<file path="config.mk">
export PLATFORM = sky130hd
export DESIGN_NAME = ctsc_split
export DESIGN_NICKNAME = d
export VERILOG_FILES = /design/src/hw/rtl/ctsc_pkg.sv /design/src/hw/rtl/ctsc_split.sv
export SDC_FILE = /design/constraint.sdc
export NUM_CORES = 1
export LEC_CHECK = 0
export BUFFER_PORTS_ARGS = -buffer_cell sky130_fd_sc_hd__buf_2
export CORE_MARGIN = 4
export CORE_UTILIZATION = 52
export DETAILED_ROUTE_END_ITERATION = 16
export GPL_TIMING_DRIVEN = 0
export PLACE_DENSITY = 0.89
export SLEW_MARGIN = 10
export SYNTH_ARGS = -nofsm -noshare
export SYNTH_HDL_FRONTEND = slang
export SYNTH_SLANG_ARGS = --single-unit
export TNS_END_PERCENT = 10
</file>
<file path="constraint.sdc">
create_clock -name clock -period 6.6 [get_ports clock]
set_clock_uncertainty 0.15 [all_clocks]
set_input_delay 0.99 -clock clock [delete_from_list [all_inputs] [get_ports clock]]
set_output_delay 0.99 -clock clock [all_outputs]
set_load 0.02 [all_outputs]
</file>
<file path="src/hw/rtl/ctsc_pkg.sv">
`timescale 1ns / 1ps
// ----------------------------------------------------------------------------
// ctsc_pkg
// Shared types, fixed-point constants and small tables for the cube face to
// equirectangular sample coordinate pipeline.
// ----------------------------------------------------------------------------
package ctsc_pkg;

   // Q2.14 fixed point: 16384 is one, and for angles one half-turn.
   localparam int Q14_ONE  = 16384;
   localparam int Q14_HALF = 8192;
   localparam int Q14_FRAC = 14;

   // Field widths of the channels.
   localparam int FACE_W  = 3;
   localparam int PIX_W   = 11;
   localparam int COORD_W = 13;
   localparam int COORD_Q_W = 16;

   // Configuration port.
   localparam int CSR_IDX_W  = 2;
   localparam int CSR_DATA_W = 13;
   localparam logic [CSR_IDX_W-1:0] CSR_FACE_SIZE = 2'd0;
   localparam logic [CSR_IDX_W-1:0] CSR_SRC_X_MAX = 2'd1;
   localparam logic [CSR_IDX_W-1:0] CSR_SRC_Y_MAX = 2'd2;

   // Divider: the face-relative quotient is only needed up to the point where
   // both derived coordinates saturate, which is three in Q14 (num/fs of 3/2).
   localparam int QUO_W   = 16;
   localparam int QUO_SAT = 49152;
   localparam int DIV_BITS_PER_STAGE = 2;

   // CORDIC vectoring.
   localparam int CRD_STEPS      = 14;
   localparam int CRD_PER_STAGE  = 2;
   localparam int CRD_W          = 20;
   localparam int CRD_IN_W       = 18;
   localparam int ANG_W          = 18;
   localparam int GAIN_INV_Q14   = 9949;
   localparam int GAIN_W         = 15;

   typedef struct packed {
      logic [FACE_W-1:0] face;
      logic [PIX_W-1:0]  col;
      logic [PIX_W-1:0]  row;
   } req_type;

   typedef struct packed {
      logic [COORD_W-1:0] u_left;
      logic [COORD_W-1:0] v_top;
      logic [COORD_W-1:0] u_right;
      logic [COORD_W-1:0] v_bottom;
      logic [COORD_W-1:0] weight_s;
      logic [COORD_W-1:0] weight_t;
      logic [COORD_W-1:0] dest_x;
      logic [COORD_W-1:0] dest_y;
   } rsp_type;

   // Arctangent of 2^-k in Q14 half-turns.
   function automatic logic signed [ANG_W-1:0] atan_q14(input int k);
      logic signed [ANG_W-1:0] a;
      case (k)
         0:       a = 18'sd4096;
         1:       a = 18'sd2418;
         2:       a = 18'sd1278;
         3:       a = 18'sd649;
         4:       a = 18'sd326;
         5:       a = 18'sd163;
         6:       a = 18'sd81;
         7:       a = 18'sd41;
         8:       a = 18'sd20;
         9:       a = 18'sd10;
         10:      a = 18'sd5;
         11:      a = 18'sd3;
         12:      a = 18'sd1;
         13:      a = 18'sd1;
         default: a = 18'sd0;
      endcase
      return a;
   endfunction

   // Face offsets in the horizontal cross, in face edge lengths.
   function automatic logic [1:0] cross_ox(input logic [FACE_W-1:0] face);
      logic [1:0] o;
      case (face)
         3'd1:    o = 2'd1;
         3'd2:    o = 2'd2;
         3'd3:    o = 2'd3;
         3'd4:    o = 2'd1;
         3'd5:    o = 2'd1;
         default: o = 2'd0;
      endcase
      return o;
   endfunction

   function automatic logic [1:0] cross_oy(input logic [FACE_W-1:0] face);
      logic [1:0] o;
      case (face)
         3'd0:    o = 2'd1;
         3'd1:    o = 2'd1;
         3'd2:    o = 2'd1;
         3'd3:    o = 2'd1;
         3'd5:    o = 2'd2;
         default: o = 2'd0;
      endcase
      return o;
   endfunction

endpackage

</file>
<file path="src/hw/rtl/ctsc_split.sv">
`timescale 1ns / 1ps
// ----------------------------------------------------------------------------
// ctsc_split
// Splits one Q14 source position into clamped neighbor coordinates and a
// bilinear weight, registered.
// ----------------------------------------------------------------------------
module ctsc_split #(
   parameter int POS_W     = 33,
   parameter int FRAC_BITS = 12
) (
   input  logic                                clock,
   input  logic                                en,
   input  logic signed [POS_W-1:0]             in_pos,
   input  logic [ctsc_pkg::COORD_W-1:0]        lim,
   output logic [ctsc_pkg::COORD_W-1:0]        out_lo,
   output logic [ctsc_pkg::COORD_W-1:0]        out_hi,
   output logic [ctsc_pkg::COORD_W-1:0]        out_w
);

   localparam int CW  = ctsc_pkg::COORD_W;
   localparam int QF  = ctsc_pkg::Q14_FRAC;
   localparam int FW  = POS_W - QF;
   localparam int FRW = QF + 1;
   localparam int WW  = FRW + FRAC_BITS;

   logic [CW-1:0]        lo_ff;
   logic [CW-1:0]        hi_ff;
   logic [CW-1:0]        w_ff;

   logic                 neg;
   logic                 over;
   logic [FW-1:0]        flr;
   logic [CW-1:0]        lo_in;
   logic [CW:0]          lo_p1;
   logic [CW-1:0]        hi_in;
   logic [FRW-1:0]       fr;
   logic [WW-1:0]        wsh;

   always_comb begin
      neg   = in_pos[POS_W-1];
      flr   = FW'(in_pos >>> QF);
      over  = !neg && (flr > FW'(lim));
      if (neg) begin
         lo_in = '0;
         fr    = '0;
      end else if (over) begin
         lo_in = lim;
         fr    = FRW'(ctsc_pkg::Q14_ONE);
      end else begin
         lo_in = CW'(flr);
         fr    = {1'b0, in_pos[QF-1:0]};
      end
      lo_p1 = {1'b0, lo_in} + (CW+1)'(1);
      hi_in = (lo_p1 > {1'b0, lim}) ? lim : CW'(lo_p1);
      wsh   = {fr, {FRAC_BITS{1'b0}}} >> QF;
   end

   always_ff @(posedge clock) begin
      if (en) begin
         lo_ff <= lo_in;
         hi_ff <= hi_in;
         w_ff  <= wsh[CW-1:0];
      end
   end

   assign out_lo = lo_ff;
   assign out_hi = hi_ff;
   assign out_w  = w_ff;

endmodule

</file>
==> metrics.md <==
| Metric | Value |
|---|---|
| Slowest cell on crit path | `o31a_2` |
| Nets | `449` |
| Core area | `5240 um2` |
| NetSw | `191 uW` |
| Minimum hold slack | `0.825 ns` |
| Cell Int Power | `516 uW` |
| Vias in the first global route | `2319` |
| Ports | `87` |
| Final period util | `96.3%` |
| Cell Rows | `26` |
| Logic pwr share | `24.2%` |
| Post-DP HPWL | `5560 um` |
| RSZ-0062 raised after global routing | `no` |
| # hold bufs at CTS | `0` |
| Post-Synth XOR/XNOR Area | `5.78%` |
| Routed WL per cell | `16.9 um` |
| Outcome | `completed` |
| Worst setup margin | `0.244 ns` |
| P&R area growth vs syn | `25.5%` |
| Via-per-instance ratio | `5.70` |
| Hold wc startpoint | `in_pos[6]` |
| DRT Wirelength | `7540 um` |
| Cell family with most CP delay | `compound AO/OA/AOI/OAI gates` |
| CTS clk-pin slew, worst paths | `0.07 ns` |
| Area of the multi-input gates | `1620 um2` |
| CTS tree | `built` |
| Largest net degree at the start of global routing | `40` |
| Share of layout cells above drive strength 1 | `35.5%` |
| Routability Congestion | `0.899` |
| Chip height | `82.4 um` |
| Crit path time final | `6.36 ns` |
| EDFF count, synth | `39` |
| Cell at the root of the clock tree | `clkbuf_8` |
| Clk sink count | `39` |
| Post-Synth Adder-Cell Area | `11.7%` |
| Actual slew at the worst max-slew pin | `0.879 ns` |
| Most numerous cell in the Yosys netlist | `edfxtp_1` |
| Switching Share | `27.0%` |
| Sequential share of power | `42.4%` |
| DP Worst Slack | `-0.586 ns` |
| Synth Register Bits | `39` |
| Yosys top cell area share | `40.7%` |
| CTS Buf Count | `5` |
| CP bufs+invs | `6` |
| Critical path depth | `26` |
| Setup crit end | `out_hi[3]` |
| Synth area leaders | `edfxtp_1 (41%), ha_1 (12%), mux2_4 (4.2%)` |
| Layout Utilization | `68.9%` |
| Die Area | `6790 um2` |
| Area taken by flip-flops and latches | `1170 um2` |
| ANT nets after route | `0` |
| Hold Path Class | `in -> reg` |
| Fillcell total | `413` |
| Met3 wire length | `611 um` |
| Largest family of logic cells by synthesized area | `simple AND/OR/NAND/NOR gates` |
| Slew Limit Fails | `0` |
| Final hold violations | `0` |
| Post-Synthesis Cells | `278` |
| Global-route wire length before repair | `11400 um` |
| Post-Syn Area per Cell | `10.4 um2` |
| Worst Setup SP | `lim[6]` |
| Top sig layer | `met4` |
| Slew HR | `41.4%` |
| Total vias in the final route | `2536` |
| Area leader, netlist | `edfxtp_1` |
| Total power draw | `707 uW` |
| Die Wd | `82.4 um` |
| Leakage | `0.00161 uW` |
| Setup TNS | `0 ns` |
| Most frequent cells after synthesis | `edfxtp_1 (39), ha_1 (27), inv_1 (20), nor2_1 (20), nand2_1 (19)` |
| F_max | `157 MHz` |
| PortBufs | `84` |
| MaxCap Viol Count | `0` |
| Met1 WL | `3100 um` |
| Clock network power share | `33.4%` |
| Worst Setup Path Type | `in -> reg` |
| PD cells | `196 nW/um2` |
| Crit-path max FO | `10` |
| GRT Residual Overflow | `0` |
| 1st-iter DRT viols | `210` |
| Met2 WL | `3600 um` |
| Crit path DAT | `6.25 ns` |
| Post-Syn Nets | `353` |
| All-Layer GR Usage | `22.4%` |
| Asr flop ratio synth | `0%` |
| Diode count | `0` |
| Critical path required time | `6.49 ns` |
| Max clock buf depth | `2` |
| # H-tree levels | `2` |
| # DRC | `0` |
| Initial antenna violation count | `0` |
| Netlist cell types | `47` |
| Final Setup Violations | `0` |
| Initial core utilization | `54.9%` |
| Synthesis Warnings | `0` |
| Pre-antenna DRT Iters | `5` |
| Fraction of synthesized area in multiplexers | `7.17%` |
| Setup crit end kind | `flip-flop` |
| Ys flop type | `edfxtp_1` |
| Simple-gate share of the synthesized area | `18.1%` |
| Max IR drop VDD | `0.111 mV` |
| Compound-cell area share of the yosys netlist | `11.8%` |
| Crit start category | `input pin` |
| Sequential area share after synthesis | `40.7%` |
| Max stage delay on crit path | `0.38 ns` |
| Mapped cell area | `2880 um2` |
through the flow:
step                      cells  area [um2]
final                       445        3610
after global routing        445        3610
after CTS                   442        3550
after detailed placement    432        3390
after global placement      432        3390
after floorplan             278        2880
cell families after synthesis:
group	Yosys count
AND/OR/NAND/NOR	98
AO/OA/AOI/OAI	50
flip-flops	39
buffers and inverters	29
adder cells (fa/ha/maj)	27
XOR/XNOR	19
multiplexers	16
sequential cells by signal, indices dropped and copies added, names as in the netlist:
signal	flops
out_hi	13
out_lo	13
out_w	13
layer usage:
metal	track usage, %	vias to the layer above
met5	0	-
met4	8.80	0
met3	4.45	29
met2	37.0	130
met1	28.7	1164
li1	-	1213
repair_timing:
action | in CTS | in global routing
buffers inserted | 3 | 2
resized for setup | 3 | 9
setup endpoints to repair | 11 | 11
gates cloned | 0 | 1
pin swaps | 4 | 1
worst min path at each step:
stage	to	slack (ns)	cells after the start
after floorplan	out_hi[0]	0.95	0
after global placement	out_w[1]	1.12	2
after detailed placement	out_w[4]	1.12	2
after CTS	out_w[4]	0.82	2
after global routing	out_w[4]	0.81	2
final	out_w[4]	0.82	2
layout by cell type (no fill, tap or decap), drive strengths merged, types with 2 or more instances in the layout:
cell type	Yosys	layout
a22o	2	2
mux2	13	13
edfxtp	39	39
bufinv	0	2
a211oi	3	3
nor4	4	4
nor2	20	20
o31ai	7	7
and3	3	3
nor2b	2	2
xor2	6	6
inv	20	20
a21o	3	3
nand4	6	6
nand2	20	20
xnor2	13	13
and2	13	13
a21oi	13	13
nand2b	6	6
nor3	4	4
clkbuf	2	8
o2bb2ai	2	2
mux2i	3	3
o21ai	11	11
ha	27	27
nand3	16	16
buf	7	96
nand3b	2	2
power by group through the flow:
| stage | sequential, uW | combinational [uW] | clock, uW |
|---|---|---|---|
| after floorplan | 334 | 70.5 | 0 |
| after CTS | 300 | 164 | 240 |
| final | 300 | 171 | 236 |
| after global routing | 302 | 186 | 253 |
| after detailed placement | 305 | 161 | 0 |
| after global placement | 305 | 157 | 0 |
layout make-up:
type / count / share of cell area (%)
multi-input cells: 210 / 44.9
inverters: 20 / 2.08
flip-flops and latches: 39 / 32.4
plain buffers: 8 / 1.63
repair buffers: 90 / 12.9
clock buffers: 6 / 2.01
well taps: 70 / 2.43
clock inverters: 2 / 1.66
(Power assumes the default switching activity.)
