File: src/hw/rtl/ctsc_pkg.sv
`timescale 1ns / 1ps
// ----------------------------------------------------------------------------
// ctsc_pkg
// Shared types, fixed-point constants and small tables for the cube face to
// equirectangular sample coordinate pipeline.
// ----------------------------------------------------------------------------
package ctsc_pkg;

   // Q2.14 fixed point: 16384 is one, and for angles one half-turn.
   localparam int Q14_ONE  = 16384;
   localparam int Q14_HALF = 8192;
   localparam int Q14_FRAC = 14;

   // Field widths of the channels.
   localparam int FACE_W  = 3;
   localparam int PIX_W   = 11;
   localparam int COORD_W = 13;
   localparam int COORD_Q_W = 16;

   // Configuration port.
   localparam int CSR_IDX_W  = 2;
   localparam int CSR_DATA_W = 13;
   localparam logic [CSR_IDX_W-1:0] CSR_FACE_SIZE = 2'd0;
   localparam logic [CSR_IDX_W-1:0] CSR_SRC_X_MAX = 2'd1;
   localparam logic [CSR_IDX_W-1:0] CSR_SRC_Y_MAX = 2'd2;

   // Divider: the face-relative quotient is only needed up to the point where
   // both derived coordinates saturate, which is three in Q14 (num/fs of 3/2).
   localparam int QUO_W   = 16;
   localparam int QUO_SAT = 49152;
   localparam int DIV_BITS_PER_STAGE = 2;

   // CORDIC vectoring.
   localparam int CRD_STEPS      = 14;
   localparam int CRD_PER_STAGE  = 2;
   localparam int CRD_W          = 20;
   localparam int CRD_IN_W       = 18;
   localparam int ANG_W          = 18;
   localparam int GAIN_INV_Q14   = 9949;
   localparam int GAIN_W         = 15;

   typedef struct packed {
      logic [FACE_W-1:0] face;
      logic [PIX_W-1:0]  col;
      logic [PIX_W-1:0]  row;
   } req_type;

   typedef struct packed {
      logic [COORD_W-1:0] u_left;
      logic [COORD_W-1:0] v_top;
      logic [COORD_W-1:0] u_right;
      logic [COORD_W-1:0] v_bottom;
      logic [COORD_W-1:0] weight_s;
      logic [COORD_W-1:0] weight_t;
      logic [COORD_W-1:0] dest_x;
      logic [COORD_W-1:0] dest_y;
   } rsp_type;

   // Arctangent of 2^-k in Q14 half-turns.
   function automatic logic signed [ANG_W-1:0] atan_q14(input int k);
      logic signed [ANG_W-1:0] a;
      case (k)
         0:       a = 18'sd4096;
         1:       a = 18'sd2418;
         2:       a = 18'sd1278;
         3:       a = 18'sd649;
         4:       a = 18'sd326;
         5:       a = 18'sd163;
         6:       a = 18'sd81;
         7:       a = 18'sd41;
         8:       a = 18'sd20;
         9:       a = 18'sd10;
         10:      a = 18'sd5;
         11:      a = 18'sd3;
         12:      a = 18'sd1;
         13:      a = 18'sd1;
         default: a = 18'sd0;
      endcase
      return a;
   endfunction

   // Face offsets in the horizontal cross, in face edge lengths.
   function automatic logic [1:0] cross_ox(input logic [FACE_W-1:0] face);
      logic [1:0] o;
      case (face)
         3'd1:    o = 2'd1;
         3'd2:    o = 2'd2;
         3'd3:    o = 2'd3;
         3'd4:    o = 2'd1;
         3'd5:    o = 2'd1;
         default: o = 2'd0;
      endcase
      return o;
   endfunction

   function automatic logic [1:0] cross_oy(input logic [FACE_W-1:0] face);
      logic [1:0] o;
      case (face)
         3'd0:    o = 2'd1;
         3'd1:    o = 2'd1;
         3'd2:    o = 2'd1;
         3'd3:    o = 2'd1;
         3'd5:    o = 2'd2;
         default: o = 2'd0;
      endcase
      return o;
   endfunction

endpackage

File: src/hw/rtl/ctsc_cordic.sv
`timescale 1ns / 1ps
// ----------------------------------------------------------------------------
// ctsc_cordic
// Pipelined CORDIC vectoring unit: angle of (x, y) in Q14 half-turns and the
// gain-corrected magnitude. A zero vector gives zero angle and magnitude.
// ----------------------------------------------------------------------------
module ctsc_cordic #(
   parameter int TAG_W = 1
) (
   input  logic                                   clock,
   input  logic                                   reset,
   input  logic                                   en,
   input  logic                                   in_valid,
   input  logic signed [ctsc_pkg::CRD_IN_W-1:0]   in_x,
   input  logic signed [ctsc_pkg::CRD_IN_W-1:0]   in_y,
   input  logic [TAG_W-1:0]                       in_tag,
   output logic                                   out_valid,
   output logic signed [ctsc_pkg::ANG_W-1:0]      out_ang,
   output logic signed [ctsc_pkg::CRD_IN_W-1:0]   out_mag,
   output logic [TAG_W-1:0]                       out_tag
);

   localparam int W   = ctsc_pkg::CRD_W;
   localparam int AW  = ctsc_pkg::ANG_W;
   localparam int PS  = ctsc_pkg::CRD_PER_STAGE;
   localparam int NIT = ctsc_pkg::CRD_STEPS / PS;
   localparam int PW  = W + ctsc_pkg::GAIN_W;

   // Pre-rotation stage.
   logic                  pre_vld_ff;
   logic                  pre_zero_ff;
   logic signed [W-1:0]   pre_x_ff;
   logic signed [W-1:0]   pre_y_ff;
   logic signed [AW-1:0]  pre_z_ff;
   logic [TAG_W-1:0]      pre_tag_ff;

   logic signed [W-1:0]   pre_x_in;
   logic signed [W-1:0]   pre_y_in;
   logic signed [AW-1:0]  pre_z_in;
   logic                  pre_zero_in;

   always_comb begin
      pre_zero_in = (in_x == '0) && (in_y == '0);
      pre_x_in    = W'(in_x);
      pre_y_in    = W'(in_y);
      pre_z_in    = '0;
      if (in_x < 0) begin
         // Fold the left half-plane over by a half-turn.
         pre_z_in = (in_y >= 0) ? AW'(ctsc_pkg::Q14_ONE) : -AW'(ctsc_pkg::Q14_ONE);
         pre_x_in = -W'(in_x);
         pre_y_in = -W'(in_y);
      end
   end

   always_ff @(posedge clock) begin
      if (reset) begin
         pre_vld_ff <= 1'b0;
      end else if (en) begin
         pre_vld_ff <= in_valid;
      end
   end

   always_ff @(posedge clock) begin
      if (en) begin
         pre_zero_ff <= pre_zero_in;
         pre_x_ff    <= pre_x_in;
         pre_y_ff    <= pre_y_in;
         pre_z_ff    <= pre_z_in;
         pre_tag_ff  <= in_tag;
      end
   end

   // Micro-rotation stages.
   logic                  it_vld_ff  [NIT];
   logic                  it_zero_ff [NIT];
   logic signed [W-1:0]   it_x_ff    [NIT];
   logic signed [W-1:0]   it_y_ff    [NIT];
   logic signed [AW-1:0]  it_z_ff    [NIT];
   logic [TAG_W-1:0]      it_tag_ff  [NIT];

   for (genvar s = 0; s < NIT; s++) begin : g_it
      logic                  vld_src;
      logic                  zero_src;
      logic signed [W-1:0]   x_src;
      logic signed [W-1:0]   y_src;
      logic signed [AW-1:0]  z_src;
      logic [TAG_W-1:0]      tag_src;
      logic signed [W-1:0]   x_nx;
      logic signed [W-1:0]   y_nx;
      logic signed [AW-1:0]  z_nx;
      logic signed [W-1:0]   xs;
      logic signed [W-1:0]   ys;

      if (s == 0) begin : g_first
         always_comb begin
            vld_src  = pre_vld_ff;
            zero_src = pre_zero_ff;
            x_src    = pre_x_ff;
            y_src    = pre_y_ff;
            z_src    = pre_z_ff;
            tag_src  = pre_tag_ff;
         end
      end else begin : g_next
         always_comb begin
            vld_src  = it_vld_ff[s-1];
            zero_src = it_zero_ff[s-1];
            x_src    = it_x_ff[s-1];
            y_src    = it_y_ff[s-1];
            z_src    = it_z_ff[s-1];
            tag_src  = it_tag_ff[s-1];
         end
      end

      always_comb begin
         x_nx = x_src;
         y_nx = y_src;
         z_nx = z_src;
         xs   = '0;
         ys   = '0;
         for (int b = 0; b < PS; b++) begin
            xs = x_nx >>> (s * PS + b);
            ys = y_nx >>> (s * PS + b);
            if (!y_nx[W-1]) begin
               x_nx = x_nx + ys;
               y_nx = y_nx - xs;
               z_nx = z_nx + ctsc_pkg::atan_q14(s * PS + b);
            end else begin
               x_nx = x_nx - ys;
               y_nx = y_nx + xs;
               z_nx = z_nx - ctsc_pkg::atan_q14(s * PS + b);
            end
         end
      end

      always_ff @(posedge clock) begin
         if (reset) begin
            it_vld_ff[s] <= 1'b0;
         end else if (en) begin
            it_vld_ff[s] <= vld_src;
         end
      end

      always_ff @(posedge clock) begin
         if (en) begin
            it_zero_ff[s] <= zero_src;
            it_x_ff[s]    <= x_nx;
            it_y_ff[s]    <= y_nx;
            it_z_ff[s]    <= z_nx;
            it_tag_ff[s]  <= tag_src;
         end
      end
   end

   // Gain correction with round-half-up.
   logic                          out_vld_ff;
   logic signed [AW-1:0]          out_ang_ff;
   logic signed [ctsc_pkg::CRD_IN_W-1:0] out_mag_ff;
   logic [TAG_W-1:0]              out_tag_ff;
   logic signed [PW-1:0]          mag_prod;
   logic signed [PW-1:0]          mag_shift;

   always_comb begin
      mag_prod  = PW'(it_x_ff[NIT-1]) * PW'(ctsc_pkg::GAIN_INV_Q14)
                + PW'(ctsc_pkg::Q14_HALF);
      mag_shift = mag_prod >>> ctsc_pkg::Q14_FRAC;
   end

   always_ff @(posedge clock) begin
      if (reset) begin
         out_vld_ff <= 1'b0;
      end else if (en) begin
         out_vld_ff <= it_vld_ff[NIT-1];
      end
   end

   always_ff @(posedge clock) begin
      if (en) begin
         out_ang_ff <= it_zero_ff[NIT-1] ? '0 : it_z_ff[NIT-1];
         out_mag_ff <= it_zero_ff[NIT-1] ? '0 : ctsc_pkg::CRD_IN_W'(mag_shift);
         out_tag_ff <= it_tag_ff[NIT-1];
      end
   end

   assign out_valid = out_vld_ff;
   assign out_ang   = out_ang_ff;
   assign out_mag   = out_mag_ff;
   assign out_tag   = out_tag_ff;

endmodule

File: config.mk
export PLATFORM = sky130hd
export DESIGN_NAME = ctsc_cordic
export DESIGN_NICKNAME = d
export VERILOG_FILES = /design/src/hw/rtl/ctsc_pkg.sv /design/src/hw/rtl/ctsc_cordic.sv
export SDC_FILE = /design/constraint.sdc
export NUM_CORES = 2
export LEC_CHECK = 0
export CORE_MARGIN = 4
export CORE_UTILIZATION = 35
export DETAILED_ROUTE_END_ITERATION = 6
export DONT_BUFFER_PORTS = 1
export PLACE_DENSITY_LB_ADDON = 0.2
export SYNTH_ARGS = -nofsm -noshare
export SYNTH_HDL_FRONTEND = slang
export SYNTH_SLANG_ARGS = --single-unit
export TNS_END_PERCENT = 5
File: constraint.sdc
create_clock -name clock -period 7.5 [get_ports clock]
set_input_delay 1.125 -clock clock [delete_from_list [all_inputs] [get_ports clock]]
set_output_delay 1.125 -clock clock [all_outputs]
set_load 0.1 [all_outputs]
==> impl_results.md <==
* Status: finished clean
* Seq cells post-synth at between 400 and 500
* Worst hold endpoint: it_zero_ff[5]
* CTS tree: built
* Post-Route Skew at 0.0707 ns
* Worst rel slew slack at 0.0470
* # rows at 150
* Setup WS pre-CTS at 0.328 ns
* Antenna Violating Nets Remaining at 0
* Largest net degree at the start of global routing at 468
* Syn Area/Cell at 8.87 um^2
* Seq/Total Area, Yosys at 0.238
* WHS Path Cells at 0
* Worst-path fanout max at 18
* Share of layout cells above drive strength 1 at 0.0395
* Final setup violation count at 0
* Max_cap viols at 0
* F_max at 142 MHz
* CP Data Arrival Time at 7.46 ns
* Hold_sp: it_zero_ff[4]
* Vias at approximately 47000
* Final hold vios at 0
* Yosys top cell by area: edfxtp_1
* R2R cell count at 23
* I/O Buffers at 0
* Final period utilization at 0.937
* Clk sinks at between 400 and 500
* Yosys warning count at 0
* R2r endpoint: it_y_ff[3][19]
* Top post-synthesis cells by area: edfxtp_1 24%, ha_1 19%, xnor2_1 9.8%
* Layout area overhead at 8.56%
* Htree depth at 2
* Height of the chip at 420 um
* Root Buffer: clkbuf_16
* Final min period at 7.03 ns
* Filler cell count in the final layout at 17000
* Vias in the first global route at 46000
* Final Max Slew Viols at 0
* WHS at 0.419 ns
* NumNets Final at a little under 8000
* Worst setup SP type: register
* EDFF count, synth at 470
* Clk Latency, worst-skew pair at approximately 0.70 ns
* Library cells used by synthesis at ~110
* Prevailing post-synth register cell: edfxtp_1
* DIE AREA at 176000 um^2
* Starting density of the core at 0.354
* First-pass GRT wire length at 246 mm
* Synth top area share at 0.238
* CP Class: reg -> reg
* Slew @ Worst Pin at 1.43 ns
* Crit path required time at 7.93 ns
* HP Class: reg -> reg
* GRT overflow at 0
* Vias per inst at 5.26
* Hold-fix buffers, CTS at 0
* Post-route DRC violation count at 0
* R2R setup slack at between 0.4 and 0.5 ns
* Die width at approximately 420 um
* Mapped Area at ~59000 um^2
* R2R Path Start: it_y_ff[2][19]
* Routed WL at 154 mm
* Gpl congestion at just under 0.9
* Post-synth ARST share at 0
* Crit. Startpoint: it_y_ff[2][19]
* Critical Path Sink Type: register
* Pre-Repair DR Iteration Count at 6
* HPWL after DPL at ~130 mm
* Clock transition at the registers of the reported paths at around 0.060 ns
* RSZ-0062 raised after global routing: true
* Antenna violations before repair at 1
* All-Layer GR Usage at 0.171
* Mapped Cells at 6696
* CTS max path bufs at 3
* Core region area at 168000 um^2
* Avg WL per Cell at approximately 17 um
* TritonCTS buffer count at 59
* Worst Setup Slack, final at between 0.4 and 0.5 ns
* I/O Pins at slightly below 80
* 1st-iter DRT viols at 2525
through the flow:
step / utilization / TNS [ns] / std cells / instance area [um^2]
2_1_floorplan: - / 0 / 6698 / 59400
3_3_place_gp: 0.371 / 0 / 8880 / 62400
3_5_place_dp: 0.371 / 0 / 8880 / 62400
4_1_cts: 0.383 / 0 / 8991 / 64400
5_1_grt: 0.384 / -0.0327 / 8994 / 64500
6_report: 0.384 / 0 / 8995 / 64500
critical path, cell delays in order (launching register included):
cell       delay (ns)
edfxtp_1         0.85
buf_4            0.29
mux2_2           0.38
fa_1             0.43
nor2b_1          0.12
o21ai_0          0.11
a2111oi_0        0.61
o31ai_1          0.25
nor2b_1          0.20
xnor2_1          0.20
or2_2            0.35
nor4b_1          0.62
nor2_1           0.11
xor2_1           0.17
ha_1             0.37
a21o_1           0.20
a21oi_1          0.13
o21ai_0          0.20
o31ai_1          0.34
o21ai_0          0.15
a21oi_1          0.22
a21boi_0         0.15
a31oi_1          0.21
xor2_1           0.09
layout make-up:
type / count / area [um^2] / share of cell area
Timing Repair Buffer: 83 / 636 / 0.00986
Clock buffer: 66 / 1500 / 0.0233
Inverter: 593 / 2230 / 0.0346
Sequential cell: 472 / 14200 / 0.220
Clock inverter: 45 / 495 / 0.00768
Multi-Input combinational cell: 5531 / 42700 / 0.662
Tap cell: 2204 / 2760 / 0.0428
Antenna cell: 1 / 2.50 / 0.0000388
how the worst max path moves through the flow:
stage	slack, ns	to	cells after the start
finish	0.47	it_y_ff[3][19]	23
global route	-0.03	it_z_ff[2][16]	27
CTS	0.25	it_x_ff[6][18]	32
detailed placement	0.33	it_x_ff[6][18]	31
global placement	0.37	it_x_ff[6][18]	31
floorplan	0.24	it_x_ff[2][19]	30
layout by cell type, fill, tap and decap left out, types with 38 or more instances in the layout:
cell and n:
nand2b_1 80, edfxtp_1 470, nor2b_1 121, nor2_1 643
a21o_1 158, o21bai_1 69, o41ai_1 38, and2_1 47
o21a_1 126, o21ai_0 332, inv_1 585, nor4_1 60
o31ai_1 49, nand2_1 319, fa_1 169, a21oi_1 539
or3_1 52, nor3_1 193, buf_4 82, nand3_1 105
clkbuf_16 59, a31oi_1 72, and3_1 62, a211oi_1 39
xor2_1 228, ha_1 889, xnor2_1 664
flip-flops by register name, summed over array words and instances, names as in the netlist:
register       count
out_valid          1
g_it.y_src        20
it_x_ff          140
it_z_ff          109
it_vld_ff          7
it_tag_ff          7
it_y_ff          120
g_it.tag_src       1
it_zero_ff         7
out_mag           18
out_ang           17
out_tag            1
g_it.x_src        20
g_it.vld_src       1
g_it.z_src         2
g_it.zero_src      1
synthesized netlist by cell type (all sizes together), types with 62 or more instances:
cell and instances:
ha 889, nand2 319, nor2b 121, a21o 158
xnor2 665, xor2 230, nor2 643, o21a 126
nand2b 81, nand3 105, nor3 202, o21bai 70
inv 591, a21oi 540, edfxtp 470, o21ai 349
fa 169, clkbuf 79, and3 62, nor4 63
a31oi 73
metal layers:
layer,global-route usage,part of all wire,vias to the layer above
li1,-,-,24100
met1,0.221,0.46,22200
met2,0.302,0.48,775
met3,0.0171,0.032,198
met4,0.0496,0.029,0
met5,0,0,-
cells by family (layout without fill, tap and decap cells):
kind of cell               after synthesis  in the layout  share of synthesized area
xor gates and xnor gates               897            897                      0.133
buffers and inverters                  695            787                     0.0444
AOI/OAI and AO/OA                     1711           1711                      0.184
and+or+nand+nor                       1827           1827                      0.150
adders and majority gates             1058           1058                      0.244
other                                    1              4                  0.0000631
DFF                                    472            472                      0.238
muxes                                   35             35                    0.00624
what timing repair did:
item / 4_1_cts / 5_1_grt
setup buffers: 0 / 3
gates resized for setup: 0 / 11
endpoints found under the setup margin: 0 / 24
Power is not shown: default switching activity piles up to over one toggle a cycle in this logic, so the estimate is an artifact.
