**src/hw/rtl/ctsc_pkg.sv**
```systemverilog
`timescale 1ns / 1ps
// ----------------------------------------------------------------------------
// ctsc_pkg
// Shared types, fixed-point constants and small tables for the cube face to
// equirectangular sample coordinate pipeline.
// ----------------------------------------------------------------------------
package ctsc_pkg;

   // Q2.14 fixed point: 16384 is one, and for angles one half-turn.
   localparam int Q14_ONE  = 16384;
   localparam int Q14_HALF = 8192;
   localparam int Q14_FRAC = 14;

   // Field widths of the channels.
   localparam int FACE_W  = 3;
   localparam int PIX_W   = 11;
   localparam int COORD_W = 13;
   localparam int COORD_Q_W = 16;

   // Configuration port.
   localparam int CSR_IDX_W  = 2;
   localparam int CSR_DATA_W = 13;
   localparam logic [CSR_IDX_W-1:0] CSR_FACE_SIZE = 2'd0;
   localparam logic [CSR_IDX_W-1:0] CSR_SRC_X_MAX = 2'd1;
   localparam logic [CSR_IDX_W-1:0] CSR_SRC_Y_MAX = 2'd2;

   // Divider: the face-relative quotient is only needed up to the point where
   // both derived coordinates saturate, which is three in Q14 (num/fs of 3/2).
   localparam int QUO_W   = 16;
   localparam int QUO_SAT = 49152;
   localparam int DIV_BITS_PER_STAGE = 2;

   // CORDIC vectoring.
   localparam int CRD_STEPS      = 14;
   localparam int CRD_PER_STAGE  = 2;
   localparam int CRD_W          = 20;
   localparam int CRD_IN_W       = 18;
   localparam int ANG_W          = 18;
   localparam int GAIN_INV_Q14   = 9949;
   localparam int GAIN_W         = 15;

   typedef struct packed {
      logic [FACE_W-1:0] face;
      logic [PIX_W-1:0]  col;
      logic [PIX_W-1:0]  row;
   } req_type;

   typedef struct packed {
      logic [COORD_W-1:0] u_left;
      logic [COORD_W-1:0] v_top;
      logic [COORD_W-1:0] u_right;
      logic [COORD_W-1:0] v_bottom;
      logic [COORD_W-1:0] weight_s;
      logic [COORD_W-1:0] weight_t;
      logic [COORD_W-1:0] dest_x;
      logic [COORD_W-1:0] dest_y;
   } rsp_type;

   // Arctangent of 2^-k in Q14 half-turns.
   function automatic logic signed [ANG_W-1:0] atan_q14(input int k);
      logic signed [ANG_W-1:0] a;
      case (k)
         0:       a = 18'sd4096;
         1:       a = 18'sd2418;
         2:       a = 18'sd1278;
         3:       a = 18'sd649;
         4:       a = 18'sd326;
         5:       a = 18'sd163;
         6:       a = 18'sd81;
         7:       a = 18'sd41;
         8:       a = 18'sd20;
         9:       a = 18'sd10;
         10:      a = 18'sd5;
         11:      a = 18'sd3;
         12:      a = 18'sd1;
         13:      a = 18'sd1;
         default: a = 18'sd0;
      endcase
      return a;
   endfunction

   // Face offsets in the horizontal cross, in face edge lengths.
   function automatic logic [1:0] cross_ox(input logic [FACE_W-1:0] face);
      logic [1:0] o;
      case (face)
         3'd1:    o = 2'd1;
         3'd2:    o = 2'd2;
         3'd3:    o = 2'd3;
         3'd4:    o = 2'd1;
         3'd5:    o = 2'd1;
         default: o = 2'd0;
      endcase
      return o;
   endfunction

   function automatic logic [1:0] cross_oy(input logic [FACE_W-1:0] face);
      logic [1:0] o;
      case (face)
         3'd0:    o = 2'd1;
         3'd1:    o = 2'd1;
         3'd2:    o = 2'd1;
         3'd3:    o = 2'd1;
         3'd5:    o = 2'd2;
         default: o = 2'd0;
      endcase
      return o;
   endfunction

endpackage

```
**src/hw/rtl/ctsc_div.sv**
```systemverilog
`timescale 1ns / 1ps
// ----------------------------------------------------------------------------
// ctsc_div
// Pipelined restoring divider: (num << 15) / fs, saturated at three in Q14.
// Two quotient bits are resolved in each register stage.
// ----------------------------------------------------------------------------
module ctsc_div #(
   parameter int FS_W  = 12,
   parameter int TAG_W = 1
) (
   input  logic                        clock,
   input  logic                        reset,
   input  logic                        en,
   input  logic                        in_valid,
   input  logic [ctsc_pkg::PIX_W-1:0]  in_num,
   input  logic [FS_W-1:0]             fs,
   input  logic [TAG_W-1:0]            in_tag,
   output logic                        out_valid,
   output logic [ctsc_pkg::QUO_W-1:0]  out_quo,
   output logic [TAG_W-1:0]            out_tag
);

   localparam int QW    = ctsc_pkg::QUO_W;
   localparam int BPS   = ctsc_pkg::DIV_BITS_PER_STAGE;
   localparam int NST   = QW / BPS;
   localparam int RW    = FS_W + 1;
   localparam int CMP_W = (FS_W + 2 > ctsc_pkg::PIX_W + 1) ? FS_W + 2 : ctsc_pkg::PIX_W + 1;

   logic           vld_ff [NST];
   logic           sat_ff [NST];
   logic [RW-1:0]  rem_ff [NST];
   logic [QW-1:0]  quo_ff [NST];
   logic [TAG_W-1:0] tag_ff [NST];

   // The ratio num/fs reaches 3/2 exactly when 2*num >= 3*fs.
   logic [CMP_W-1:0] num2;
   logic [CMP_W-1:0] fs3;
   logic             in_sat;
   logic [RW-1:0]    in_rem;

   always_comb begin
      num2   = CMP_W'({in_num, 1'b0});
      fs3    = CMP_W'({fs, 1'b0}) + CMP_W'(fs);
      in_sat = (num2 >= fs3);
      in_rem = RW'(in_num >> 1);
   end

   for (genvar s = 0; s < NST; s++) begin : g_st
      logic             vld_src;
      logic             sat_src;
      logic [RW-1:0]    rem_src;
      logic [QW-1:0]    quo_src;
      logic [TAG_W-1:0] tag_src;
      logic [RW-1:0]    rem_nx;
      logic [QW-1:0]    quo_nx;
      logic [RW:0]      trial;

      if (s == 0) begin : g_first
         always_comb begin
            vld_src = in_valid;
            sat_src = in_sat;
            rem_src = in_rem;
            quo_src = '0;
            tag_src = in_tag;
         end
      end else begin : g_next
         always_comb begin
            vld_src = vld_ff[s-1];
            sat_src = sat_ff[s-1];
            rem_src = rem_ff[s-1];
            quo_src = quo_ff[s-1];
            tag_src = tag_ff[s-1];
         end
      end

      always_comb begin
         rem_nx = rem_src;
         quo_nx = quo_src;
         trial  = '0;
         for (int b = 0; b < BPS; b++) begin
            // Only the very first step brings in a dividend bit, the LSB of num.
            trial = {rem_nx, (s == 0 && b == 0) ? in_num[0] : 1'b0};
            if (trial >= (RW+1)'(fs)) begin
               rem_nx = RW'(trial - (RW+1)'(fs));
               quo_nx = {quo_nx[QW-2:0], 1'b1};
            end else begin
               rem_nx = RW'(trial);
               quo_nx = {quo_nx[QW-2:0], 1'b0};
            end
         end
      end

      always_ff @(posedge clock) begin
         if (reset) begin
            vld_ff[s] <= 1'b0;
         end else if (en) begin
            vld_ff[s] <= vld_src;
         end
      end

      always_ff @(posedge clock) begin
         if (en) begin
            sat_ff[s] <= sat_src;
            rem_ff[s] <= rem_nx;
            quo_ff[s] <= quo_nx;
            tag_ff[s] <= tag_src;
         end
      end
   end

   assign out_valid = vld_ff[NST-1];
   assign out_quo   = sat_ff[NST-1] ? QW'(ctsc_pkg::QUO_SAT) : quo_ff[NST-1];
   assign out_tag   = tag_ff[NST-1];

endmodule

```
**config.mk**
```make
export PLATFORM = sky130hd
export DESIGN_NAME = ctsc_div
export DESIGN_NICKNAME = d
export VERILOG_FILES = /design/src/hw/rtl/ctsc_pkg.sv /design/src/hw/rtl/ctsc_div.sv
export SDC_FILE = /design/constraint.sdc
export NUM_CORES = 1
export LEC_CHECK = 0
export BUFFER_PORTS_ARGS = -buffer_cell sky130_fd_sc_hd__buf_2
export CAP_MARGIN = 20
export CELL_PAD_IN_SITES_DETAIL_PLACEMENT = 0
export CELL_PAD_IN_SITES_GLOBAL_PLACEMENT = 1
export CORE_MARGIN = 5
export CORE_UTILIZATION = 40
export DETAILED_ROUTE_END_ITERATION = 10
export PLACE_DENSITY = 0.68
export SETUP_SLACK_MARGIN = 0.3
export SLEW_MARGIN = 20
export SYNTH_ARGS = -nofsm -noshare
export SYNTH_HDL_FRONTEND = slang
export SYNTH_SLANG_ARGS = --single-unit
```
**constraint.sdc**
```tcl
create_clock -name clock -period 6.35 [get_ports clock]
set_input_delay 1.905 -clock clock [delete_from_list [all_inputs] [get_ports clock]]
set_output_delay 1.905 -clock clock [all_outputs]
set_load 0.02 [all_outputs]
```
==> results of run 1 <==
-- worst min-delay path by stage --
stage                 startpoint       endpoint  slack [ns]
floorplan           quo_ff[0][0]  quo_ff[0][18]        0.40
global placement    tag_ff[1][0]   tag_ff[1][1]        0.40
detailed placement  quo_ff[0][1]  quo_ff[0][19]        0.40
CTS                 quo_ff[1][0]  quo_ff[1][18]        0.42
global route        quo_ff[1][5]  quo_ff[1][23]        0.43
finish              quo_ff[1][0]  quo_ff[1][18]        0.42
-- Yosys cell counts (4+ instances only) --
cell type,count,area [um2]
sky130_fd_sc_hd__nand4_1,18,113
sky130_fd_sc_hd__inv_1,66,248
sky130_fd_sc_hd__fa_1,10,200
sky130_fd_sc_hd__xor2_1,46,403
sky130_fd_sc_hd__clkbuf_1,13,48.8
sky130_fd_sc_hd__mux2i_1,14,140
sky130_fd_sc_hd__buf_2,12,60.1
sky130_fd_sc_hd__nand2_1,101,379
sky130_fd_sc_hd__o21bai_1,12,90.1
sky130_fd_sc_hd__a2111oi_0,4,35.0
sky130_fd_sc_hd__nor4_1,10,62.6
sky130_fd_sc_hd__o21ai_1,10,50.1
sky130_fd_sc_hd__or2_2,21,131
sky130_fd_sc_hd__o21ai_0,95,475
sky130_fd_sc_hd__nand3_1,32,160
sky130_fd_sc_hd__mux2_1,8,90.1
sky130_fd_sc_hd__a21boi_0,7,52.6
sky130_fd_sc_hd__a211oi_1,7,52.6
sky130_fd_sc_hd__o31ai_1,10,75.1
sky130_fd_sc_hd__and2_1,18,113
sky130_fd_sc_hd__a211o_1,8,70.1
sky130_fd_sc_hd__nor3_1,47,235
sky130_fd_sc_hd__ha_1,206,2580
sky130_fd_sc_hd__nand2b_1,27,169
sky130_fd_sc_hd__a31oi_1,17,106
sky130_fd_sc_hd__o21a_1,34,255
sky130_fd_sc_hd__o211ai_1,6,45.0
sky130_fd_sc_hd__edfxtp_1,187,5620
sky130_fd_sc_hd__or3_1,15,93.8
sky130_fd_sc_hd__o31a_1,9,78.8
sky130_fd_sc_hd__a21o_1,43,323
sky130_fd_sc_hd__nor2b_1,51,319
sky130_fd_sc_hd__mux2_4,6,90.1
sky130_fd_sc_hd__nor2_1,107,402
sky130_fd_sc_hd__and3_1,12,75.1
sky130_fd_sc_hd__mux2_2,87,980
sky130_fd_sc_hd__a21oi_1,150,751
sky130_fd_sc_hd__xnor2_1,91,797
-- sequential cells by signal, summed over array words and instances, names as in the netlist --
signal  count
sat_ff      8
vld_ff      8
tag_ff      8
rem_ff     91
quo_ff     72
-- worst reg2reg max path: cells and delay by family (launching register included) --
family / cells / cell delay, ns
adder cells (fa/ha/maj): 2 / 0.46
buffers and inverters: 2 / 0.33
multiplexers: 2 / 0.62
AND/OR/NAND/NOR: 6 / 1.62
AO/OA/AOI/OAI: 8 / 1.03
flip-flops: 1 / 0.46
-- per-layer routing --
layer	vias up	wire length, um	track usage
li1	6973	-	-
met2	170	21100	0.330
met4	0	1270	0.0797
met3	58	1090	0.0262
met1	6431	21500	0.268
met5	-	0	0
-- repair_timing --
| item | CTS | global route |
|---|---|---|
| resized for setup | 0 | 72 |
| setup endpoints to repair | 0 | 80 |
| buffers inserted | 0 | 16 |
-- cell type report --
type,count,area [um2]
Clock buffer,17,425
Clock inverter,14,200
Fill cell,3733,19800
Inverter,66,278
Multi-Input combinational cell,1393,11000
Sequential cell,187,5620
Tap cell,532,666
Timing Repair Buffer,364,2840
-- power breakdown --
| group | internal, mW | total [mW] | switching [mW] |
|---|---|---|---|
| Clock | 0.635 | 1.18 | 0.541 |
| Combinational | 5.50 | 10.3 | 4.78 |
| Sequential | 2.16 | 2.40 | 0.248 |
-- logic make-up (layout without fill, tap and decap cells) --
family	count (synthesis)	after routing	share of synthesized area
compound gates	446	446	0.169
xor+xnor	137	137	0.0729
fa+ha+maj	216	216	0.169
buf+inv	92	461	0.0224
flops	187	187	0.341
mux	116	116	0.0798
simple gates	477	478	0.146
-- per-stage QoR --
step | hold slack [ns] | area (um2) | instances | setup TNS [ns] | util
2_1_floorplan | 0.400 | 16800 | 1671 | -0.215 | -
3_3_place_gp | 0.400 | 19900 | 2524 | -4.86 | 0.489
3_5_place_dp | 0.405 | 19900 | 2524 | -6.19 | 0.489
4_1_cts | 0.418 | 20600 | 2555 | 0 | 0.505
5_1_grt | 0.427 | 21000 | 2573 | 0 | 0.515
6_report | 0.415 | 21000 | 2573 | 0 | 0.515
==> summary.txt, run 1 <==
Global routing
  – Number of antenna violations at the first check in global routing: 0
  – Residual overflow from global routing: 0
  – First-pass GRT wire length: 71,000 um
  – Global Route Usage Sum: 0.200
  – Via count of the first global-routing pass: 13,600
  – Largest net degree at the start of global routing: 99

Placement
  – Number of buffer cells added on primary ports: 45
  – Routability Congestion: 0.872
  – Worst-case setup slack after placement: -0.215 ns
  – Detailed placement HPWL: 35,000 um

Timing
  – Share of the clock period used by the worst path after layout: 0.948
  – Final number of setup-violating endpoints: 0
  – Least-Margin Pin Slew: 0.734 ns
  – RSZ-0062 raised after global routing: yes
  – Hold Fails Final Rpt: 0
  – Max-slew headroom at the worst pin: 0.511
  – Post-layout min period: 6.02 ns
  – Min setup slack post-route: 0.332 ns
  – Worst clock skew: 0.0100 ns
  – Final slew viol count: 0
  – Highest clock frequency the design can meet: 166 MHz

Detailed routing
  – Number of antenna-violating nets in the routed design: 0
  – Via-to-Cell Ratio: 5.30
  – Via total after detailed routing: 13,600
  – Total routed wirelength: 44,900 um
  – Number of remaining DRC errors: 0
  – Pre-Repair DR Iteration Count: 5
  – Violation count after the first detailed-route iteration: 584
  – Routed len/inst: 17.4 um

Setup path
  – Critical path fanouts, max: 8
  – Critical Path Start: fs[8]
  – Worst reg-to-reg setup slack: 1.58 ns
  – Cell seen most often among critical-path stages: sky130_fd_sc_hd__buf_6
  – Worst-case reg-to-reg path depth: 20
  – Cells along the critical path: buf_2, clkinvlp_4, buf_6, ha_1, a21oi_1, o21ai_0, a21oi_1, o21ai_1, or4_1, buf_6, mux2_4, ha_4, a21oi_2, o21ai_1, and2_4, or3_4, o221ai_4, a21oi_2, nor4bb_2, nor2_2, buf_6, mux2_4
  – Element type at the critical path start: input pin
  – Endpoint class of the critical path: flip-flop
  – Required time of the critical path: 6.59 ns
  – Max incr delay on CP: 0.52 ns
  – Data arrival time of the worst path: 6.25 ns
  – Worst reg2reg path endpoint: rem_ff[4][6]
  – Number of buffers and inverters on the critical path: 5
  – Worst r2r src: rem_ff[3][1]
  – Highest-delay cell along the critical path: sky130_fd_sc_hd__or4_1
  – Gate family responsible for the most delay along the worst path: simple AND/OR/NAND/NOR gates
  – Endpoint of the worst setup timing path: rem_ff[4][6]
  – Critical path depth in cells: 22
  – Worst Path Class, Setup: input pin to flip-flop

Final layout
  – Final net count: 2,273
  – Synthesis-to-finish area growth: 27.5%
  – Top library cells by usage in the layout, fill and taps aside: 298 x sky130_fd_sc_hd__buf_4, 189 x sky130_fd_sc_hd__ha_1, 187 x sky130_fd_sc_hd__edfxtp_1
  – Proportion of layout cells with a drive suffix above 1: 0.292
  – Antenna cell count: 0
  – Most frequent standard cell in the layout excluding fill and tap cells: sky130_fd_sc_hd__buf_4

Yosys
  – Number of flops mapped to enable cells by yosys: 187
  – Number of nets in the synthesized netlist: 1,915
  – Top flip-flop cell by instance count after synthesis: sky130_fd_sc_hd__edfxtp_1
  – Post-synth design cell area: 16,500 um2
  – Seq/Total Area, Yosys: 0.341
  – Yosys Warn Count: 0
  – Share of synthesized flip-flops with an asynchronous set or reset: 0
  – Post-synthesis average cell area: 9.85 um2
  – Number of different library cells in the post-synthesis netlist: 68
  – Post-synthesis sequential element count: 187
  – Gate Count Post-Synth: 1,671

Die
  – Die outline width: 213 um
  – Initial cell density of the core: 0.404
  – Vertical die dimension: 213 um
  – Core footprint: 40,700 um2
  – Die area: 45,300 um2
  – Number of rows created at floorplan: 74
  – Io pins: 46

Clocking
  – Clock network latency to the later pin of the worst-skew pair: 0.49 ns
  – Count of hold buffers inserted by post-cts repair: 0
  – Clock tree buffer depth: 2
  – Clock tree from TritonCTS: built
  – Clock transition at the register clock pins on the worst setup and hold paths after CTS: 0.07 ns
  – Maximum level of the CTS H-tree: 4
  – Cell chosen for the clock root: sky130_fd_sc_hd__clkbuf_16
  – Sinks on the clock net: 187
  – Inserted Clock Buffers: 17

Power
  – Final Power: 13.9 mW
  – Standby leakage power: 8.93 nW
  – Worst IR Drop VDD: 439 uV
  – Power density relative to cell area: 661 nW/um2

Run
  – Count of maximum capacitance violations: 0

Status
  – Run status: completed

Worst hold path
  – Hold Path Depth: 0
  – Hold/Removal Path Class: flip-flop to flip-flop
Note: power is estimated with default switching activity, not from simulation.
==> run 2, diff against run 1 <==
--- a/config.mk
+++ b/config.mk
@@ -14,7 +14,7 @@
 export DETAILED_ROUTE_END_ITERATION = 10
 export PLACE_DENSITY = 0.68
 export SETUP_SLACK_MARGIN = 0.3
-export SLEW_MARGIN = 20
+export SLEW_MARGIN = 10
 export SYNTH_ARGS = -nofsm -noshare
 export SYNTH_HDL_FRONTEND = slang
 export SYNTH_SLANG_ARGS = --single-unit
==> constraint.sdc (replaced) <==
create_clock -name clock -period 6.35 [get_ports clock]
set_input_delay 0.3175 -clock clock [delete_from_list [all_inputs] [get_ports clock]]
set_output_delay 0.3175 -clock clock [all_outputs]
set_load 0.02 [all_outputs]
==> summary.txt, run 2 (same netlist as run 1, synthesis figures left out) <==
Status
  – Run status: completed

Global routing
  – Largest net degree at the start of global routing: 109
  – Global Route Usage Sum: 0.189
  – Number of antenna violations at the first check in global routing: 0
  – First-pass GRT wire length: 67,200 um
  – Via count of the first global-routing pass: 12,400
  – Residual overflow from global routing: 0

Die
  – Die outline width: 213 um
  – Die area: 45,300 um2
  – Io pins: 46
  – Number of rows created at floorplan: 74
  – Initial cell density of the core: 0.404
  – Vertical die dimension: 213 um
  – Core footprint: 40,700 um2

Timing
  – Max-slew headroom at the worst pin: 0.330
  – RSZ-0062 raised after global routing: no
  – Post-layout min period: 5.69 ns
  – Final number of setup-violating endpoints: 0
  – Final slew viol count: 0
  – Worst clock skew: 0.0106 ns
  – Hold Fails Final Rpt: 0
  – Least-Margin Pin Slew: 1.00 ns
  – Setup TNS: 0 ns
  – Share of the clock period used by the worst path after layout: 0.896
  – Highest clock frequency the design can meet: 176 MHz

Placement
  – Number of buffer cells added on primary ports: 45
  – Routability Congestion: 0.887
  – Detailed placement HPWL: 32,700 um

Setup path
  – Worst-case reg-to-reg path depth: 19
  – Worst reg-to-reg setup slack: 0.66 ns
  – Data arrival time of the worst path: 5.88 ns
  – Max incr delay on CP: 0.77 ns
  – Element type at the critical path start: flip-flop
  – Required time of the critical path: 6.54 ns
  – Worst reg2reg path endpoint: rem_ff[4][9]
  – Critical Path Start: rem_ff[3][1]
  – Cells along the critical path: ha_1, nor2b_1, o21ai_1, a21oi_1, a211oi_2, o21ai_1, or4_1, mux2i_1, ha_1, inv_1, o21ai_0, and2_1, or3_1, o221ai_1, a21oi_1, nor4bb_1, nor2_2, buf_6, mux2_1
  – Highest-delay cell along the critical path: sky130_fd_sc_hd__or4_1
  – Endpoint class of the critical path: flip-flop
  – Worst r2r src: rem_ff[3][1]
  – Critical path fanouts, max: 13
  – Worst Path Class, Setup: flip-flop to flip-flop

Detailed routing
  – Via total after detailed routing: 12,700
  – Number of antenna-violating nets in the routed design: 0
  – Total routed wirelength: 42,700 um
  – Number of remaining DRC errors: 0
  – Pre-Repair DR Iteration Count: 5
  – Violation count after the first detailed-route iteration: 702
  – Via-to-Cell Ratio: 5.53
  – Routed len/inst: 18.6 um

Final layout
  – Top library cells by usage in the layout, fill and taps aside: 206 x sky130_fd_sc_hd__ha_1, 187 x sky130_fd_sc_hd__edfxtp_1, 150 x sky130_fd_sc_hd__a21oi_1
  – Synthesis-to-finish area growth: 10.4%
  – Largest registers ranked by flip-flop count: rem_ff x91, quo_ff x72
  – Proportion of layout cells with a drive suffix above 1: 0.136
  – Flip-flop count of the largest register, all copies and words added: 91
  – Most frequent standard cell in the layout excluding fill and tap cells: sky130_fd_sc_hd__ha_1
  – Final-layout fill cell count: 3,888
  – Final net count: 1,990
  – Largest Register: rem_ff

Clocking
  – Sinks on the clock net: 187
  – Clock network latency to the later pin of the worst-skew pair: 0.46 ns
  – Cell chosen for the clock root: sky130_fd_sc_hd__clkbuf_16
  – Maximum level of the CTS H-tree: 4
  – Clock transition at the register clock pins on the worst setup and hold paths after CTS: 0.08 ns
  – Buffers inserted during post-CTS setup optimization: 0
  – Clock tree from TritonCTS: built
  – Inserted Clock Buffers: 17
  – Clock tree buffer depth: 2

Worst hold path
  – Hold/Removal Path Class: input pin to flip-flop
  – Endpoint with the worst hold slack: tag_ff[0][0]
  – Hold Startpoint: in_tag
  – Hold Path Depth: 1

Run
  – Count of maximum capacitance violations: 0
==> run 2: worst max-delay path, delay by kind of cell (launching register included) <==
family	cells	cell delay, ns
AND/OR/NAND/NOR	6	1.95
AO/OA/AOI/OAI	7	1.21
multiplexers	2	0.86
adder cells (fa/ha/maj)	2	0.72
flip-flops	1	0.42
buffers and inverters	2	0.25
==> run 2: through the flow <==
| step | cells | hold slack (ns) | util | setup slack [ns] | cell area, um2 |
|---|---|---|---|---|---|
| after global routing | 2291 | 0.0224 | 0.446 | 0.305 | 18200 |
| after floorplan | 1671 | 0.400 | - | 1.13 | 16500 |
| after detailed placement | 2258 | 0.405 | 0.430 | 0.334 | 17500 |
| final | 2292 | 0.0480 | 0.446 | 0.660 | 18200 |
| after CTS | 2290 | 0.0210 | 0.446 | 0.430 | 18200 |
| after global placement | 2257 | 0.400 | 0.430 | 0.261 | 17500 |
==> run 2: area by class of cell <==
class                   count  area (um2)  area share
clock inverters            15         199      0.0109
inverters                  66         248      0.0136
flip-flops and latches    187        5620       0.309
repair buffers             82         541      0.0297
clock buffers              17         425      0.0234
diodes                      1        2.50    0.000138
well taps                 532         666      0.0366
multi-input cells        1392       10500       0.576
==> run 2: what timing repair did <==
action	4_1_cts	5_1_grt
hold buffers	0	0
endpoints found under the setup margin	0	10
hold endpoints to repair	0	0
gates resized for setup	0	2
==> run 2: worst max path at each step <==
stage                         end  slack [ns]  depth (start not counted)
floorplan           rem_ff[6][10]        1.13                         21
detailed placement   rem_ff[4][9]        0.33                         21
CTS                  rem_ff[4][9]        0.43                         19
global placement     rem_ff[4][9]        0.26                         20
global route         rem_ff[4][9]        0.30                         19
finish               rem_ff[4][9]        0.66                         19
==> run 2: metal layers <==
metal	track usage	up-vias	share of wire
li1	-	6419	-
met1	0.257	6040	0.47
met2	0.320	181	0.48
met4	0.0459	0	0.018
met5	0	-	0
met3	0.0238	36	0.030
Power of run 2 is not shown: default switching activity piles up to over one toggle a cycle in this logic, so the estimate is an artifact.
